[src/hw/rtl/bld_pkg.sv]
// Shared types and constants for the bitplane line drawing engine.
// Used by bld_ctrl, bld_datapath and the top level; depends on nothing.
package bld_pkg;

	// Default sizes handed to the top-level parameters
	localparam int unsigned DEF_MAX_WIDTH       = 512;
	localparam int unsigned DEF_MAX_HEIGHT      = 512;
	localparam int unsigned DEF_MAX_PLANES      = 3;
	localparam int unsigned DEF_PALETTE_ENTRIES = 8;

	// Fixed field widths
	localparam int unsigned COORD_W     = 9;
	localparam int unsigned COLOR_W     = 3;
	localparam int unsigned DIM_W       = 10;
	localparam int unsigned PCOUNT_W    = 2;
	localparam int unsigned PALETTE_W   = 24;
	localparam int unsigned CFG_INDEX_W = 2;
	localparam int unsigned CFG_DATA_W  = 24;
	localparam int unsigned COUNT_W     = 12;
	localparam int unsigned BYTE_W      = 8;
	localparam int unsigned RPLANE_W    = 2;
	localparam int unsigned RADDR_W     = 15;
	localparam int unsigned ERR_W       = 12;

	typedef enum logic [2:0] {
		OP_PIXEL = 3'd0,
		OP_LINE  = 3'd1,
		OP_BOX   = 3'd2,
		OP_CLEAR = 3'd3,
		OP_READ  = 3'd4
	} opcode_t;

	typedef enum logic [1:0] {
		REG_WIDTH   = 2'd0,
		REG_HEIGHT  = 2'd1,
		REG_PLANES  = 2'd2,
		REG_PALETTE = 2'd3
	} cfg_reg_t;

	typedef enum logic [3:0] {
		S_IDLE,
		S_SEG,
		S_CHECK,
		S_PRD,
		S_PWR,
		S_CLR_SET,
		S_CLR,
		S_RD_ISSUE,
		S_RD_CAP,
		S_DONE
	} state_t;

	// Commands from controller to datapath
	typedef struct packed {
		logic       load;
		logic       seg_load;
		logic [1:0] seg;
		logic       pix_rd;
		logic       pix_wr;
		logic       clr_set;
		logic       clr_wr;
		logic       rd_issue;
		logic       rd_cap;
		logic       res_load;
	} dp_cmd_t;

	// Status from datapath to controller
	typedef struct packed {
		logic at_end;
		logic clr_done;
		logic out_free;
	} dp_status_t;

endpackage

[src/hw/rtl/bld_ctrl.sv]
// Command sequencer for the bitplane line drawing engine.
// Depends on bld_pkg; drives bld_datapath through dp_cmd_t.
module bld_ctrl
	import bld_pkg::*;
(
	input  logic               clk,
	input  logic               arst_n,
	input  logic               in_valid,
	output logic               in_stall,
	input  logic [2:0]         opcode,
	input  dp_status_t         status,
	output dp_cmd_t            cmd
);

	state_t     state_q, state_d;
	opcode_t    op_q;
	logic [1:0] seg_q;
	logic       seg_adv;

	// State, opcode and segment registers
	always_ff @(posedge clk or negedge arst_n) begin
		if (!arst_n) begin
			state_q <= S_IDLE;
			op_q    <= OP_PIXEL;
			seg_q   <= 2'd0;
		end else begin
			state_q <= state_d;
			if (cmd.load) begin
				op_q  <= opcode_t'(opcode);
				seg_q <= 2'd0;
			end else if (seg_adv) begin
				seg_q <= seg_q + 2'd1;
			end
		end
	end

	// Next state and datapath commands
	always_comb begin
		state_d  = state_q;
		cmd      = '0;
		cmd.seg  = seg_q;
		in_stall = 1'b1;
		seg_adv  = 1'b0;
		unique case (state_q)
			S_IDLE: begin
				in_stall = 1'b0;
				if (in_valid) begin
					cmd.load = 1'b1;
					case (opcode_t'(opcode))
						OP_PIXEL: state_d = S_PRD;
						OP_LINE:  state_d = S_SEG;
						OP_BOX:   state_d = S_SEG;
						OP_CLEAR: state_d = S_CLR_SET;
						OP_READ:  state_d = S_RD_ISSUE;
						default:  state_d = S_DONE;
					endcase
				end
			end
			S_SEG: begin
				cmd.seg_load = 1'b1;
				state_d      = S_CHECK;
			end
			S_CHECK: begin
				if (status.at_end) begin
					if (op_q == OP_BOX && seg_q != 2'd3) begin
						seg_adv = 1'b1;
						state_d = S_SEG;
					end else begin
						state_d = S_DONE;
					end
				end else begin
					state_d = S_PRD;
				end
			end
			S_PRD: begin
				cmd.pix_rd = 1'b1;
				state_d    = S_PWR;
			end
			S_PWR: begin
				cmd.pix_wr = 1'b1;
				state_d    = (op_q == OP_PIXEL) ? S_DONE : S_CHECK;
			end
			S_CLR_SET: begin
				cmd.clr_set = 1'b1;
				state_d     = S_CLR;
			end
			S_CLR: begin
				if (status.clr_done) begin
					state_d = S_DONE;
				end else begin
					cmd.clr_wr = 1'b1;
				end
			end
			S_RD_ISSUE: begin
				cmd.rd_issue = 1'b1;
				state_d      = S_RD_CAP;
			end
			S_RD_CAP: begin
				cmd.rd_cap = 1'b1;
				state_d    = S_DONE;
			end
			S_DONE: begin
				if (status.out_free) begin
					cmd.res_load = 1'b1;
					state_d      = S_IDLE;
				end
			end
			default: state_d = S_IDLE;
		endcase
	end

	// A taken word always starts a busy period
	a_accept_busy: assert property (@(posedge clk) disable iff (!arst_n)
		(in_valid && !in_stall) |=> in_stall)
		else $error("input taken but engine not busy next cycle");

	// A result is only loaded into a free output register
	a_res_free: assert property (@(posedge clk) disable iff (!arst_n)
		cmd.res_load |-> status.out_free)
		else $error("result loaded into occupied output register");

	// Every pixel write follows its read
	a_rmw_order: assert property (@(posedge clk) disable iff (!arst_n)
		cmd.pix_wr |-> $past(cmd.pix_rd))
		else $error("pixel write without preceding read");

endmodule

[config.mk]
export PLATFORM = sky130hd
export DESIGN_NAME = bld_ctrl
export DESIGN_NICKNAME = d
export VERILOG_FILES = /design/src/hw/rtl/bld_pkg.sv /design/src/hw/rtl/bld_ctrl.sv
export SDC_FILE = /design/constraint.sdc
export NUM_CORES = 1
export LEC_CHECK = 0
export BUFFER_PORTS_ARGS = -buffer_cell sky130_fd_sc_hd__buf_2
export CORE_MARGIN = 2
export CORE_UTILIZATION = 35
export CTS_CLUSTER_SIZE = 16
export DETAILED_ROUTE_END_ITERATION = 6
export PLACE_DENSITY = 0.66
export SKIP_CTS_REPAIR_TIMING = 1
export SYNTH_ARGS = -nofsm -noshare
export SYNTH_HDL_FRONTEND = slang
export SYNTH_SLANG_ARGS = --single-unit
[constraint.sdc]
create_clock -name clk -period 5 [get_ports clk]
set_input_delay 1 -clock clk [delete_from_list [all_inputs] [get_ports clk]]
set_output_delay 1 -clock clk [all_outputs]
set_load 0.01 [all_outputs]
==> impl_metrics.toml <==
[run_status]
status = "completed"

[critical_path]
startpoint_type = "register"
worstSetupStartpoint = "state_q[2]"
worstPathRequired_ns = 4.00
path_buf_inv = 1
crit_path_top_delay_cell = "dfrtp_1"
cpPeakStageDelay_ns = 0.63
end_kind = "output port"
rrSetupSlack_ns = 3.24
worstReg2RegStart = "state_q[1]"
worst-setup-path-type = "reg -> out"
cp_cell_sequence = "or4bb_1, nor2_1, buf_2"
critPathArrivalTime_ns = 1.79
cpLargestDelayFamily = "simple AND/OR/NAND/NOR gates"
critPathMaxFanout = 17

[yosys]
yosysWarningCount = 0
syn_area_um2 = 649
yosysSeqAreaShare_pct = 34.7
synth_top_area_share_pct = 34.7
synth_common_cells = "dfrtp_1, nor2_1, nor3_1"
syn_nets = 82
yosysTopAreaCell = "dfrtp_1"
ys_seq_elements = 9
synth_cells = 72
synth.most_common_cell = "dfrtp_1"
synth_area_per_cell_um2 = 9.02
synth_edf_count = 0
synth_area_leaders = "dfrtp_1, nor3_1, nor2_1"
yosysUniqueCellTypes = 31
async_flop_share_pct = 100
ys.flop_type = "dfrtp_1"

[cts]
clockRootBuffer = "clkbuf_4"
htreeDepth = 1
cts_tree = "yes"
numCtsBuffers = 3
clk_latency_ns = 0.26
clk_path_buf_depth = 2
cts_sinks = 9
clk_pin_slew_worst_paths_ns = 0.06

[timing]
rsz0062_at_grt = "no"
hold_viol_final = 0
finClkSkew_ns = 0.00341
max_clock_freq_ghz = 0.359
drv_slew = 0
setup_viol_count_final = 0
tightest_slew_ns = 0.469
fin_ws_ns = 2.21
slew-limit-headroom_pct = 68.8
period_share_pct = 55.7
fin_crit_ns = 2.79
final.setup.tns_ns = 0

[floorplanning]
floorplan.die_area_um2 = 2220
start_util_pct = 37.6
die_h_um = 47.1
core_um2 = 1730
ios = 21
placementRows = 15
fp.dieW_um = 47.1

[placement]
hpwl_um = 1060
pre_cts_ws_ns = 2.48
place_congestion = 0.720
portBuffers = 20

[flow_run]
maxCapViolCount = 0

[min_path]
min_from = "op_q[1]"
min_path_type = "reg -> reg"

[global_route]
grt_max_degree = 18
antenna_found_initial = 0
overflow = 0
grt_pass1_vias = 506
grt_pass1_wl_um = 2200
grt_usage_pct = 14.0

[drt]
ant_nets = 0
drc = 0
via_per_inst = 5.00
dr.pass1.iters = 3
drt_iter0_drc = 2
dr_total_vias = 585
wl_per_cell_um = 11.6
drt-total-wl_um = 1360

[cells_and_area]
area_delta_synth_final_pct = 21.4
antenna-diode-count = 0
final_util_pct = 45.7
nets = 103
drive_gt1_share_pct = 33.7

[power_and_ir_drop]
cellPowerDensity_nw_per_um2 = 509
leakagePower_nw = 0.399
irDropWorstVdd_mv = 0.234
[state kept, by name, summed over array words and instances, names as in the netlist]
| signal | cells |
|---|---|
| state_q | 4 |
| op_q | 3 |
| seg_q | 2 |
[layout by cell type (no fill, tap or decap)]
cell,netlist,routed
or4_4,1,1
mux2i_1,1,1
mux2_1,1,1
or4bb_1,1,1
inv_1,3,3
nor3b_1,2,2
nand2b_1,4,4
a22o_1,1,1
nor4_1,3,3
or3_1,1,1
o21ai_0,5,5
a21oi_1,2,2
mux2_2,2,2
or4b_4,1,1
nand2_1,2,2
o22ai_1,2,2
nand3b_1,1,1
clkbuf_1,1,1
nor2_1,8,8
a21o_1,2,2
nor4b_2,1,1
ha_1,1,1
or3_2,1,1
nor3_1,7,7
nor2_2,1,1
buf_2,3,20
nor2_8,1,1
xor2_1,2,2
clkbuf_4,0,3
or4b_1,1,1
o311ai_1,1,1
dfrtp_1,9,9
[logic make-up after synthesis]
group,Yosys count,share of synthesized area [%]
xor+xnor,2,2.70
buf+inv,7,4.62
compound gates,13,12.3
fa+ha+maj,1,1.93
flops,9,34.7
simple gates,36,37.0
mux,4,6.74
[routing by layer]
| metal | global-route usage, % | part of all wire, % | vias up |
|---|---|---|---|
| li1 | - | - | 305 |
| met1 | 20.3 | 50 | 258 |
| met2 | 20.3 | 43 | 20 |
| met3 | 2.31 | 5.6 | 2 |
| met4 | 6.67 | 1.2 | 0 |
| met5 | 0 | 0 | - |
[where the power goes]
part | internal, mW | switching, mW
Sequential | 0.101 | 0.0559
Combinational | 0.0974 | 0.0900
Clock | 0.0308 | 0.0261
Total | 0.230 | 0.172
[final timing paths]
kind                                    to  depth (start not counted)
worst max register to register     op_q[1]                          3
min in group asynchronous          op_q[0]                          1
max in group asynchronous       state_q[3]                          1
worst min-delay path               op_q[1]                          1
worst min register to register     op_q[1]                          1
worst max-delay path                cmd[3]                          3
[layout make-up]
class | count | area (µm²)
fillers | 187 | 938
multi-input cells | 56 | 394
flip-flops and latches | 9 | 225
repair buffers | 20 | 100
well taps | 25 | 31.3
clock buffers | 4 | 26.3
inverters | 3 | 11.3
[per-stage QoR]
step           instances  cell area, µm²  hold slack (ns)  power, mW
5_1_grt              117             788            0.531      0.440
3_5_place_dp         113             762            0.516      0.347
6_report             117             788            0.531      0.402
2_1_floorplan         72             649            0.488      0.299
4_1_cts              117             788            0.530      0.406
3_3_place_gp         113             762            0.508      0.345
[worst reg2reg max path, cell delays in order (launching register included)]
cell     delay [ns]
dfrtp_1        0.52
or4_4          0.64
nor2_8         0.15
mux2_2         0.34
No activity file was read; power rests on OpenSTA's default activity.
